File: src/sv/pae_pkg.sv
// Package of shared types, constants and codes for the per-key envelope block.
package pae_pkg;

   // Key store geometry.
   localparam int NUM_KEYS = 256;
   localparam int KEY_AW   = (NUM_KEYS > 1) ? $clog2(NUM_KEYS) : 1;

   // Field widths.
   localparam int KEY_W    = 8;
   localparam int LEVEL_W  = 8;
   localparam int TIME_W   = 16;
   localparam int PHASE_W  = 3;
   localparam int SET_W    = 8;

   // Width used to compare a key index against the key count.
   localparam int KCMP_W   = KEY_W + 3;

   // Divider numerator width: attack_setting * 10 fits in 12 bits.
   localparam int NUM_W    = 12;
   localparam int DCNT_W   = $clog2(NUM_W + 1);

   // Configuration port.
   localparam int CSR_IDX_W = 2;

   // Envelope phases as stored per key.
   typedef enum logic [PHASE_W-1:0] {
      PH_REST    = 3'd0,
      PH_ATTACK  = 3'd1,
      PH_DECAY   = 3'd2,
      PH_SUSTAIN = 3'd3,
      PH_RELEASE = 3'd4
   } phase_type;

   // Configuration register indexes.
   typedef enum logic [CSR_IDX_W-1:0] {
      CSR_ATTACK  = 2'd0,
      CSR_DECAY   = 2'd1,
      CSR_RELEASE = 2'd2
   } csr_idx_type;

   // Controller states.
   typedef enum logic [1:0] {
      ST_IDLE = 2'd0,
      ST_LOAD = 2'd1,
      ST_DIV  = 2'd2,
      ST_DONE = 2'd3
   } ctrl_state_type;

   // Envelope speed settings.
   typedef struct packed {
      logic [SET_W-1:0] attack_set;
      logic [SET_W-1:0] decay_set;
      logic [SET_W-1:0] release_set;
   } settings_type;

   // Commands from the controller to the datapath.
   typedef struct packed {
      logic accept;
      logic div_start;
      logic commit;
   } ctrl_cmd_type;

   // Status from the datapath to the controller.
   typedef struct packed {
      logic div_done;
      logic rsp_free;
   } dp_status_type;

endpackage

File: src/sv/pae_req_if.sv
// Request channel: one key update per beat.
interface pae_req_if import pae_pkg::*; ();
   logic               valid;
   logic               ready;
   logic [KEY_W-1:0]   key_index;
   logic [LEVEL_W-1:0] note_level;
   logic [TIME_W-1:0]  frame_time;

   modport source (output valid, key_index, note_level, frame_time, input ready);
   modport sink   (input valid, key_index, note_level, frame_time, output ready);
endinterface

File: src/sv/pae_rsp_if.sv
// Response channel: the updated intensity and phase of one key per beat.
interface pae_rsp_if import pae_pkg::*; ();
   logic               valid;
   logic               ready;
   logic [KEY_W-1:0]   key_echo;
   logic [LEVEL_W-1:0] brightness;
   logic [PHASE_W-1:0] envelope_phase;

   modport source (output valid, key_echo, brightness, envelope_phase, input ready);
   modport sink   (input valid, key_echo, brightness, envelope_phase, output ready);
endinterface

File: src/sv/pae_div.sv
// Iterative restoring divider, one quotient bit per cycle.
module pae_div import pae_pkg::*; (
   input  logic              clock,
   input  logic              reset,
   input  logic              start,
   input  logic [NUM_W-1:0]  numer,
   input  logic [TIME_W-1:0] denom,
   output logic              done,
   output logic [NUM_W-1:0]  quot
);

   logic              run_ff,  run_in;
   logic              done_ff, done_in;
   logic [DCNT_W-1:0] cnt_ff,  cnt_in;
   logic [TIME_W-1:0] rem_ff,  rem_in;
   logic [NUM_W-1:0]  quo_ff,  quo_in;
   logic [TIME_W-1:0] den_ff,  den_in;
   logic [TIME_W:0]   trial;
   logic              fits;

   // One step: shift in the next numerator bit and try the subtraction.
   always_comb begin
      trial = {rem_ff, quo_ff[NUM_W-1]};
      fits  = (trial >= {1'b0, den_ff});
   end

   // Step control and datapath.
   always_comb begin
      run_in  = run_ff;
      done_in = 1'b0;
      cnt_in  = cnt_ff;
      rem_in  = rem_ff;
      quo_in  = quo_ff;
      den_in  = den_ff;
      if (start) begin
         run_in = 1'b1;
         cnt_in = DCNT_W'(NUM_W);
         rem_in = '0;
         quo_in = numer;
         den_in = denom;
      end else if (run_ff) begin
         rem_in = fits ? TIME_W'(trial - {1'b0, den_ff}) : trial[TIME_W-1:0];
         quo_in = {quo_ff[NUM_W-2:0], fits};
         cnt_in = cnt_ff - DCNT_W'(1);
         if (cnt_ff == DCNT_W'(1)) begin
            run_in  = 1'b0;
            done_in = 1'b1;
         end
      end
   end

   always_ff @(posedge clock) begin
      if (reset) begin
         run_ff  <= 1'b0;
         done_ff <= 1'b0;
         cnt_ff  <= '0;
      end else begin
         run_ff  <= run_in;
         done_ff <= done_in;
         cnt_ff  <= cnt_in;
      end
   end

   always_ff @(posedge clock) begin
      rem_ff <= rem_in;
      quo_ff <= quo_in;
      den_ff <= den_in;
   end

   assign done = done_ff;
   assign quot = quo_ff;

endmodule

File: src/sv/pae_ctrl.sv
// Controller state machine sequencing read, divide and write-back of one key.
module pae_ctrl import pae_pkg::*; (
   input  logic          clock,
   input  logic          reset,
   input  logic          req_valid,
   output logic          req_ready,
   input  dp_status_type status,
   output ctrl_cmd_type  cmd
);

   ctrl_state_type state_ff, state_in;

   // Next state.
   always_comb begin
      state_in = state_ff;
      unique case (state_ff)
         ST_IDLE: begin
            if (req_valid) state_in = ST_LOAD;
         end
         ST_LOAD: begin
            state_in = ST_DIV;
         end
         ST_DIV: begin
            if (status.div_done) state_in = ST_DONE;
         end
         ST_DONE: begin
            if (status.rsp_free) state_in = ST_IDLE;
         end
         default: begin
            state_in = ST_IDLE;
         end
      endcase
   end

   // Outputs.
   always_comb begin
      req_ready     = 1'b0;
      cmd           = '0;
      unique case (state_ff)
         ST_IDLE: begin
            req_ready  = 1'b1;
            cmd.accept = req_valid;
         end
         ST_LOAD: begin
            cmd.div_start = 1'b1;
         end
         ST_DIV: begin
         end
         ST_DONE: begin
            cmd.commit = status.rsp_free;
         end
         default: begin
         end
      endcase
   end

   always_ff @(posedge clock) begin
      if (reset) begin
         state_ff <= ST_IDLE;
      end else begin
         state_ff <= state_in;
      end
   end

   // The divider only finishes while the controller waits for it.
   a_done_in_div: assert property (@(posedge clock) disable iff (reset)
      status.div_done |-> state_ff == ST_DIV)
      else $error("divider finished outside the divide state");

   // An accepted beat always starts a store read.
   a_accept_load: assert property (@(posedge clock) disable iff (reset)
      cmd.accept |=> state_ff == ST_LOAD)
      else $error("accepted beat did not start a read");

   // A blocked result holds the controller until the output register frees.
   a_hold_done: assert property (@(posedge clock) disable iff (reset)
      (state_ff == ST_DONE && !status.rsp_free) |=> state_ff == ST_DONE)
      else $error("result dropped while output register was full");

endmodule

File: src/sv/pae_datapath.sv
// Datapath: key store, rate divider, envelope update and output register.
module pae_datapath import pae_pkg::*; (
   input  logic         clock,
   input  logic         reset,
   input  ctrl_cmd_type cmd,
   output dp_status_type status,
   input  settings_type settings,
   pae_req_if.sink      req,
   pae_rsp_if.source    rsp
);

   localparam int ENTRY_W = PHASE_W + 2 * LEVEL_W;

   // Captured request.
   logic [KEY_W-1:0]   key_ff;
   logic [LEVEL_W-1:0] note_ff;
   logic [TIME_W-1:0]  dt_ff;
   logic               oor_ff;

   // Key store with per-entry valid bits; an invalid entry reads as rest.
   logic [ENTRY_W-1:0] mem [NUM_KEYS];
   logic [NUM_KEYS-1:0] vld_ff;
   logic [ENTRY_W-1:0] rd_ff;
   logic               rd_vld_ff;

   // Output register.
   logic               rsp_valid_ff, rsp_valid_in;
   logic [KEY_W-1:0]   rsp_key_ff;
   logic [LEVEL_W-1:0] rsp_bright_ff;
   logic [PHASE_W-1:0] rsp_phase_ff;

   logic [ENTRY_W-1:0] entry;
   phase_type          ph_old, ph_new;
   logic [LEVEL_W-1:0] vel_old, vel_new, int_old, int_new, half;
   logic [NUM_W-1:0]   numer, rate;
   logic [NUM_W:0]     sum, floor_sum;
   logic               div_done;
   logic [KEY_AW-1:0]  rd_addr, wr_addr;
   logic               req_oor;
   logic [SET_W+2:0]   dec5, rel5;

   assign rd_addr = KEY_AW'(req.key_index);
   assign wr_addr = KEY_AW'(key_ff);
   assign req_oor = (KCMP_W'(req.key_index) >= KCMP_W'(NUM_KEYS));

   // Capture the request beat; a zero frame time counts as one.
   always_ff @(posedge clock) begin
      if (cmd.accept) begin
         key_ff  <= req.key_index;
         note_ff <= req.note_level;
         dt_ff   <= (req.frame_time == '0) ? TIME_W'(1) : req.frame_time;
         oor_ff  <= req_oor;
      end
   end

   // Store read at accept, write-back at commit.
   always_ff @(posedge clock) begin
      if (cmd.accept) begin
         rd_ff <= mem[rd_addr];
      end
      if (cmd.commit && !oor_ff) begin
         mem[wr_addr] <= {ph_new, vel_new, int_new};
      end
   end

   always_ff @(posedge clock) begin
      if (reset) begin
         vld_ff    <= '0;
         rd_vld_ff <= 1'b0;
      end else begin
         if (cmd.accept) rd_vld_ff <= vld_ff[rd_addr];
         if (cmd.commit && !oor_ff) vld_ff[wr_addr] <= 1'b1;
      end
   end

   // Unpack the stored state; unused phase codes behave as rest.
   always_comb begin
      entry   = rd_vld_ff ? rd_ff : '0;
      vel_old = entry[2*LEVEL_W-1:LEVEL_W];
      int_old = entry[LEVEL_W-1:0];
      case (entry[ENTRY_W-1:2*LEVEL_W])
         PH_ATTACK:  ph_old = PH_ATTACK;
         PH_DECAY:   ph_old = PH_DECAY;
         PH_SUSTAIN: ph_old = PH_SUSTAIN;
         PH_RELEASE: ph_old = PH_RELEASE;
         default:    ph_old = PH_REST;
      endcase
   end

   // Pick the numerator of the one rate this phase needs.
   // floor(x*5/(4*dt)) equals floor(floor(x*5/4)/dt).
   always_comb begin
      dec5 = (SET_W+3)'({settings.decay_set, 2'b00}) + (SET_W+3)'(settings.decay_set);
      rel5 = (SET_W+3)'({settings.release_set, 2'b00}) + (SET_W+3)'(settings.release_set);
      case (ph_old)
         PH_ATTACK:  numer = NUM_W'({settings.attack_set, 3'b000})
                           + NUM_W'({settings.attack_set, 1'b0});
         PH_DECAY:   numer = NUM_W'(dec5[SET_W+2:2]);
         PH_RELEASE: numer = NUM_W'(rel5[SET_W+2:2]);
         default:    numer = '0;
      endcase
   end

   pae_div u_div (
      .clock (clock),
      .reset (reset),
      .start (cmd.div_start),
      .numer (numer),
      .denom (dt_ff),
      .done  (div_done),
      .quot  (rate)
   );

   // Envelope update for one frame.
   always_comb begin
      ph_new    = ph_old;
      vel_new   = vel_old;
      int_new   = int_old;
      half      = vel_old >> 1;
      sum       = (NUM_W+1)'(int_old) + (NUM_W+1)'(rate);
      floor_sum = (NUM_W+1)'(half) + (NUM_W+1)'(rate);
      unique case (ph_old)
         PH_ATTACK: begin
            if (int_old < vel_old) begin
               int_new = (sum > (NUM_W+1)'(vel_old)) ? vel_old : sum[LEVEL_W-1:0];
            end else begin
               ph_new = PH_DECAY;
            end
         end
         PH_DECAY: begin
            if ({int_old, 1'b0} > {1'b0, vel_old}) begin
               int_new = ((NUM_W+1)'(int_old) >= floor_sum)
                       ? LEVEL_W'(int_old - rate[LEVEL_W-1:0]) : half;
            end else begin
               ph_new = PH_SUSTAIN;
            end
         end
         PH_SUSTAIN: begin
            if (note_ff == '0) ph_new = PH_RELEASE;
         end
         PH_RELEASE: begin
            if (note_ff != '0) begin
               ph_new  = PH_ATTACK;
               vel_new = note_ff;
            end else if (int_old != '0) begin
               int_new = (NUM_W'(int_old) > rate)
                       ? LEVEL_W'(int_old - rate[LEVEL_W-1:0]) : '0;
            end else begin
               ph_new  = PH_REST;
               vel_new = '0;
            end
         end
         default: begin
            if (note_ff != '0) begin
               ph_new  = PH_ATTACK;
               vel_new = note_ff;
            end else begin
               ph_new = PH_REST;
            end
         end
      endcase
   end

   // Output register: loaded at commit, emptied when the beat is taken.
   always_comb begin
      rsp_valid_in = rsp_valid_ff;
      if (cmd.commit) begin
         rsp_valid_in = 1'b1;
      end else if (rsp.ready) begin
         rsp_valid_in = 1'b0;
      end
   end

   always_ff @(posedge clock) begin
      if (reset) begin
         rsp_valid_ff <= 1'b0;
      end else begin
         rsp_valid_ff <= rsp_valid_in;
      end
   end

   always_ff @(posedge clock) begin
      if (cmd.commit) begin
         rsp_key_ff    <= key_ff;
         rsp_bright_ff <= oor_ff ? '0 : int_new;
         rsp_phase_ff  <= oor_ff ? PH_REST : ph_new;
      end
   end

   assign status.div_done   = div_done;
   assign status.rsp_free   = !rsp_valid_ff || rsp.ready;

   assign rsp.valid          = rsp_valid_ff;
   assign rsp.key_echo       = rsp_key_ff;
   assign rsp.brightness     = rsp_bright_ff;
   assign rsp.envelope_phase = rsp_phase_ff;

   // A commit never overwrites a result that is still waiting.
   a_no_overwrite: assert property (@(posedge clock) disable iff (reset)
      (rsp_valid_ff && !rsp.ready) |-> !cmd.commit)
      else $error("output register overwritten");

endmodule

File: src/sv/per_key_adsr_envelope.sv
// Top level of the per-key envelope generator: settings registers and unit wiring.
//
//  channel   direction  handshake      payload
//  req_bus   in         valid/ready    key_index, note_level, frame_time
//  rsp_bus   out        valid/ready    key_echo, brightness, envelope_phase
//  csr_*     in         write enable   csr_index, csr_wdata
//
// A beat passes from acceptance through the store read, the 12-step rate divider and
// the output register before its result is valid; the next beat is taken after that.
// Reset is synchronous and active high; all keys read as rest until written.
// A held result stalls the block in its last step; a new beat waits for the
// result before it, since only one key is in flight.
module per_key_adsr_envelope import pae_pkg::*; (
   input  logic                 clock,
   input  logic                 reset,
   pae_req_if.sink              req_bus,
   pae_rsp_if.source            rsp_bus,
   input  logic                 csr_we,
   input  logic [CSR_IDX_W-1:0] csr_index,
   input  logic [SET_W-1:0]     csr_wdata
);

   settings_type  settings_ff, settings_in;
   ctrl_cmd_type  cmd;
   dp_status_type status;

   // Settings register writes; unknown indexes are ignored.
   always_comb begin
      settings_in = settings_ff;
      if (csr_we) begin
         unique case (csr_idx_type'(csr_index))
            CSR_ATTACK:  settings_in.attack_set  = csr_wdata;
            CSR_DECAY:   settings_in.decay_set   = csr_wdata;
            CSR_RELEASE: settings_in.release_set = csr_wdata;
            default: begin
            end
         endcase
      end
   end

   always_ff @(posedge clock) begin
      if (reset) begin
         settings_ff.attack_set  <= SET_W'(255);
         settings_ff.decay_set   <= SET_W'(128);
         settings_ff.release_set <= SET_W'(8);
      end else begin
         settings_ff <= settings_in;
      end
   end

   pae_ctrl u_ctrl (
      .clock     (clock),
      .reset     (reset),
      .req_valid (req_bus.valid),
      .req_ready (req_bus.ready),
      .status    (status),
      .cmd       (cmd)
   );

   pae_datapath u_dp (
      .clock    (clock),
      .reset    (reset),
      .cmd      (cmd),
      .status   (status),
      .settings (settings_ff),
      .req      (req_bus),
      .rsp      (rsp_bus)
   );

endmodule

File: src/flat_wrapper.sv
// flat-port wrapper written by rule: the top's interface ports become plain ports
module per_key_adsr_envelope_flat import pae_pkg::*;
  (clock, reset, csr_we, csr_index, csr_wdata, req_bus_valid, req_bus_key_index, req_bus_note_level, req_bus_frame_time, req_bus_ready, rsp_bus_valid, rsp_bus_key_echo, rsp_bus_brightness, rsp_bus_envelope_phase, rsp_bus_ready);
  pae_req_if req_bus_i ();
  pae_rsp_if rsp_bus_i ();
  input  logic clock;
  input  logic reset;
  input  logic csr_we;
  input  logic [CSR_IDX_W-1:0] csr_index;
  input  logic [SET_W-1:0] csr_wdata;
  input wire logic [$bits(req_bus_i.valid)-1:0] req_bus_valid;
  input wire logic [$bits(req_bus_i.key_index)-1:0] req_bus_key_index;
  input wire logic [$bits(req_bus_i.note_level)-1:0] req_bus_note_level;
  input wire logic [$bits(req_bus_i.frame_time)-1:0] req_bus_frame_time;
  output wire logic [$bits(req_bus_i.ready)-1:0] req_bus_ready;
  output wire logic [$bits(rsp_bus_i.valid)-1:0] rsp_bus_valid;
  output wire logic [$bits(rsp_bus_i.key_echo)-1:0] rsp_bus_key_echo;
  output wire logic [$bits(rsp_bus_i.brightness)-1:0] rsp_bus_brightness;
  output wire logic [$bits(rsp_bus_i.envelope_phase)-1:0] rsp_bus_envelope_phase;
  input wire logic [$bits(rsp_bus_i.ready)-1:0] rsp_bus_ready;
  assign req_bus_i.valid = req_bus_valid;
  assign req_bus_i.key_index = req_bus_key_index;
  assign req_bus_i.note_level = req_bus_note_level;
  assign req_bus_i.frame_time = req_bus_frame_time;
  assign req_bus_ready = req_bus_i.ready;
  assign rsp_bus_valid = rsp_bus_i.valid;
  assign rsp_bus_key_echo = rsp_bus_i.key_echo;
  assign rsp_bus_brightness = rsp_bus_i.brightness;
  assign rsp_bus_envelope_phase = rsp_bus_i.envelope_phase;
  assign rsp_bus_i.ready = rsp_bus_ready;
  per_key_adsr_envelope u_core (.clock(clock), .reset(reset), .req_bus(req_bus_i), .rsp_bus(rsp_bus_i), .csr_we(csr_we), .csr_index(csr_index), .csr_wdata(csr_wdata));
endmodule
File: config.mk
export PLATFORM = sky130hd
export DESIGN_NAME = per_key_adsr_envelope_flat
export DESIGN_NICKNAME = d
export VERILOG_FILES = /design/src/sv/pae_pkg.sv /design/src/sv/pae_req_if.sv /design/src/sv/pae_rsp_if.sv /design/src/sv/pae_div.sv /design/src/sv/pae_ctrl.sv /design/src/sv/pae_datapath.sv /design/src/sv/per_key_adsr_envelope.sv /design/src/flat_wrapper.sv
export SDC_FILE = /design/constraint.sdc
export NUM_CORES = 2
export LEC_CHECK = 0
export BUFFER_PORTS_ARGS = -buffer_cell sky130_fd_sc_hd__buf_4
export CAP_MARGIN = 20
export CORE_MARGIN = 2
export CORE_UTILIZATION = 57
export CTS_CLUSTER_SIZE = 14
export DETAILED_ROUTE_END_ITERATION = 8
export PLACE_DENSITY_LB_ADDON = 0.05
export SLEW_MARGIN = 0
export SYNTH_ARGS = -nofsm -noshare
export SYNTH_HDL_FRONTEND = slang
export SYNTH_MEMORY_MAX_BITS = 65536
export SYNTH_SLANG_ARGS = --single-unit
export TNS_END_PERCENT = 100
File: constraint.sdc
create_clock -name clock -period 39.4 [get_ports clock]
set_clock_uncertainty 0.05 [all_clocks]
set_input_delay 7.88 -clock clock [delete_from_list [all_inputs] [get_ports clock]]
set_output_delay 7.88 -clock clock [all_outputs]
set_load 0.1 [all_outputs]
==> impl_metrics.py <==
metrics = {
    "run_status": {
        "status": "completed",
    },
    "place": {
        "buffer_ports.inserted": 67,
        "place_hpwl_um": 295000,
        "weighted_congestion_at_the_end_of_routability_driven_global_placement": 0.852,
        "dpl.cell_count": 13616,
    },
    "synthesis": {
        "synthSimpleGateAreaFrac_pct": 2.05,
        "ys_seq_area_share_pct": 76.0,
        "synth_compound_area_share_pct": 1.06,
        "synth_instances": 9037,
        "synth_mux_area_share_pct": 19.0,
        "synth-main-ff-cell": "sky130_fd_sc_hd__edfxtp_1",
        "ys_warn_count": 0,
        "synthXorXnorAreaFrac_pct": 0.254,
        "count_of_state_elements_after_synthesis": 5268,
        "yosysTopAreaCell": "sky130_fd_sc_hd__edfxtp_1",
        "post_synth_main_area_contributors": "sky130_fd_sc_hd__edfxtp_1 (73%), sky130_fd_sc_hd__mux4_2 (19%), sky130_fd_sc_hd__dfxtp_1 (3.0%)",
        "synth_edf_count": 4962,
        "syn-mean-instance-area_um2": 22.6,
        "yosysUniqueCellTypes": 75,
        "synth-adder-area-share_pct": 0.524,
        "yosysTopAreaCellShare_pct": 73.0,
        "synth_top_family_by_area": "multiplexers",
        "netlist_area_mm2": 0.204,
        "asyncSetResetFlopFracSynth_pct": 0,
        "syn_nets": 9163,
    },
    "setup_path": {
        "worst_setup_path_start_kind": "primary input",
        "critical-path-slowest-cell": "sky130_fd_sc_hd__buf_4",
        "crit_path_cell_trace": "buf_16, buf_4, buf_4, buf_4, buf_4, buf_4, buf_4, buf_4, mux4_2, mux4_2, mux4_2, mux4_2",
        "regToRegEndpoint": "u_core.u_dp.mem[128][3]",
        "origin_of_the_critical_flop_to_flop_path": "u_core.u_dp.rd_vld_ff",
        "required_ns": 40.13,
        "timing.critical_path.mode_cell": "sky130_fd_sc_hd__buf_4",
        "arrival_ns": 16.09,
        "cpPeakStageDelay_ns": 0.84,
        "timing.reg2reg.setup_slack_ns": 30.87,
        "crit_fanout": 72,
        "reg2regPathDepth": 22,
        "endpoint_kind": "flip-flop",
        "crit_type": "in -> reg",
    },
    "cells_and_area": {
        "fin_util_pct": 64.4,
        "seq_area_mm2": 0.155,
        "stdcell_count": 14619,
        "multi_input_comb_area_mm2": 0.0483,
        "most_frequent_standard_cell_in_the_layout_excluding_fill_and_tap_cells": "sky130_fd_sc_hd__edfxtp_1",
        "mostFrequentLayoutCells": "sky130_fd_sc_hd__edfxtp_1 (4,962), sky130_fd_sc_hd__mux4_2 (1,700), sky130_fd_sc_hd__clkbuf_16 (567)",
        "flow.area_growth_from_synthesis_pct": 12.4,
        "final_layout_size_suffix_gt1_share_pct": 31.5,
        "finalNetCount": 9539,
        "num-fill-cells": 23322,
    },
    "die": {
        "floorplan.die_area_mm2": 0.363,
        "rows": 219,
        "chipHeight_um": 602,
        "fp.dieW_um": 602,
        "design.portCount": 68,
        "design.core.area_mm2": 0.356,
        "start_util_pct": 57.3,
    },
    "grt": {
        "number_of_global_route_vias_before_repair": 97253,
        "maximum_number_of_pins_on_one_net_before_global_route_repair": 193,
        "grtUsageTotal_pct": 29.3,
        "global_route_wire_length_before_repair_um": 741000,
        "grt_antenna_before_repair": 26,
        "grt.overflow.total": 0,
    },
    "clock_tree": {
        "post_cts.resized_instances": 0,
        "post_cts.repair.setup_buffers": 0,
        "h-tree-depth": 6,
        "cts_tree": "yes",
        "clk_latency_ns": 1.05,
        "worst_setup_hold_path_clk_slew_ns": 0.05,
        "clock-root-buffer": "sky130_fd_sc_hd__clkbuf_16",
        "maximum_clock_path_buffer_count": 4,
        "cts_hold_repair.buffers": 0,
        "clkSinkCount": 5268,
        "tritoncts.num_buffers": 542,
    },
    "timing": {
        "relSlewSlack_pct": 14.2,
        "hold_fails_final_rpt": 0,
        "final.setup.tns_ns": 0,
        "setup_viol_count_final": 0,
        "maximum_clock_rate_mhz": 65.1,
        "min_period_ns": 15.36,
        "grt_setup_unrepaired": "no",
        "report.final.slew_viol_count": 0,
        "fin_crit_sh_pct": 39.0,
        "max_slew.worst_pin.slew_ns": 1.29,
    },
    "route": {
        "route.antenna.remaining_nets": 0,
        "drt_drc_violations_left": 0,
        "first_pass_iters": 5,
        "drt-total-wl_um": 528000,
        "routed_wire_length_per_instance_um": 36.1,
        "initialDrtViolationCount": 13193,
        "routed_via_density": 6.72,
        "vias": 98224,
    },
    "power_and_ir_drop": {
        "powerDensity_mw_per_mm2": 52.3,
        "vdd_drop_max_mv": 0.0475,
        "power.total_mw": 12.0,
        "cell_leakage_power_nw": 77.5,
    },
    "worst_hold_path": {
        "hold-path-endpoint": "u_core.u_dp.u_div.den_ff[11]",
        "min-delay-path-class": "reg -> reg",
        "hold-path-cell-count": 0,
        "hold_path.startpoint": "u_core.u_dp.dt_ff[11]",
    },
    "flow_run": {
        "max_cap_viol_count": 0,
    },
}
## metal layers
layer	GRT usage, %	vias to the layer above	routed length, um
met2	45.4	4825	252000
met3	5.15	739	48000
met5	0	-	69
met1	43.6	53694	213000
met4	8.18	10	15400
li1	-	38956	-
## power breakdown
group	internal (mW)	total, mW	switching (mW)
logic	0.257	0.797	0.540
clock network	2.80	4.89	2.09
registers	6.24	6.32	0.0760
## cell type report
type / count / area share (%)
diodes: 26 / 0.0284
clock buffers: 720 / 6.52
clock inverters: 253 / 0.811
inverters: 68 / 0.111
multi-input cells: 3204 / 21.1
flip-flops and latches: 5268 / 67.7
well taps: 4751 / 2.59
repair buffers: 329 / 1.21
## flip-flops by register name (all words and copies together) (netlist names), 2 cells and up
name / flops
u_core.u_dp.u_div.rem_ff: 16
u_core.u_dp.rsp.envelope_phase: 3
u_core.u_dp.rd_ff: 19
u_core.u_dp.rsp.key_echo: 8
u_core.u_ctrl.state_ff: 2
u_core.u_dp.rsp.brightness: 8
u_core.u_dp.mem: 4864
u_core.settings_ff: 24
u_core.u_dp.u_div.cnt_ff: 4
u_core.u_dp.dt_ff: 16
u_core.u_dp.u_div.quot: 12
u_core.u_dp.key_ff: 8
u_core.u_dp.note_ff: 8
u_core.u_dp.u_div.den_ff: 16
u_core.u_dp.vld_ff: 256
## cells in the mapped netlist (all sizes together) (13+ instances only)
library cell,instances
xor2,21
clkbuf,311
o22ai,20
nor2,807
a211o,13
o21ai,34
xnor2,33
buf,186
a21oi,55
edfxtp,4962
nand2,82
nor2b,34
o21ba,27
nand3,22
mux2i,41
mux4,1700
nor4,14
dfxtp,306
a21o,28
inv,68
ha,75
## stage by stage
stage,setup slack (ns),instance area (um2),hold slack [ns]
after floorplan,26.28,204000,0.350
after global placement,22.70,212000,0.357
after detailed placement,22.66,212000,0.355
after CTS,23.81,229000,0.368
after global routing,23.28,229000,0.386
final,24.04,229000,0.371
## worst max-delay path: cells and delay by family
kind | cells | cell delay (ns)
buf+inv | 8 | 5.60
mux | 4 | 2.26
## worst max path at each step
stage | start | to | slack (ns) | cells after the start
floorplan | u_core.u_dp.rd_vld_ff | u_core.u_dp.mem[0][2] | 26.28 | 19
global placement | req_bus_key_index[0] | u_core.u_dp.rd_ff[16] | 22.70 | 12
detailed placement | req_bus_key_index[0] | u_core.u_dp.rd_ff[16] | 22.66 | 12
CTS | req_bus_key_index[0] | u_core.u_dp.rd_ff[16] | 23.81 | 12
global route | req_bus_key_index[0] | u_core.u_dp.rd_ff[16] | 23.28 | 12
finish | req_bus_key_index[0] | u_core.u_dp.rd_ff[16] | 24.04 | 12
## cell families after synthesis
kind of cell	Yosys count
flip-flops	5268
multiplexers	1742
AND/OR/NAND/NOR	1025
buffers and inverters	565
AO/OA/AOI/OAI	297
adder cells (fa/ha/maj)	84
XOR/XNOR	56
Note: power is estimated with default switching activity, not from simulation.
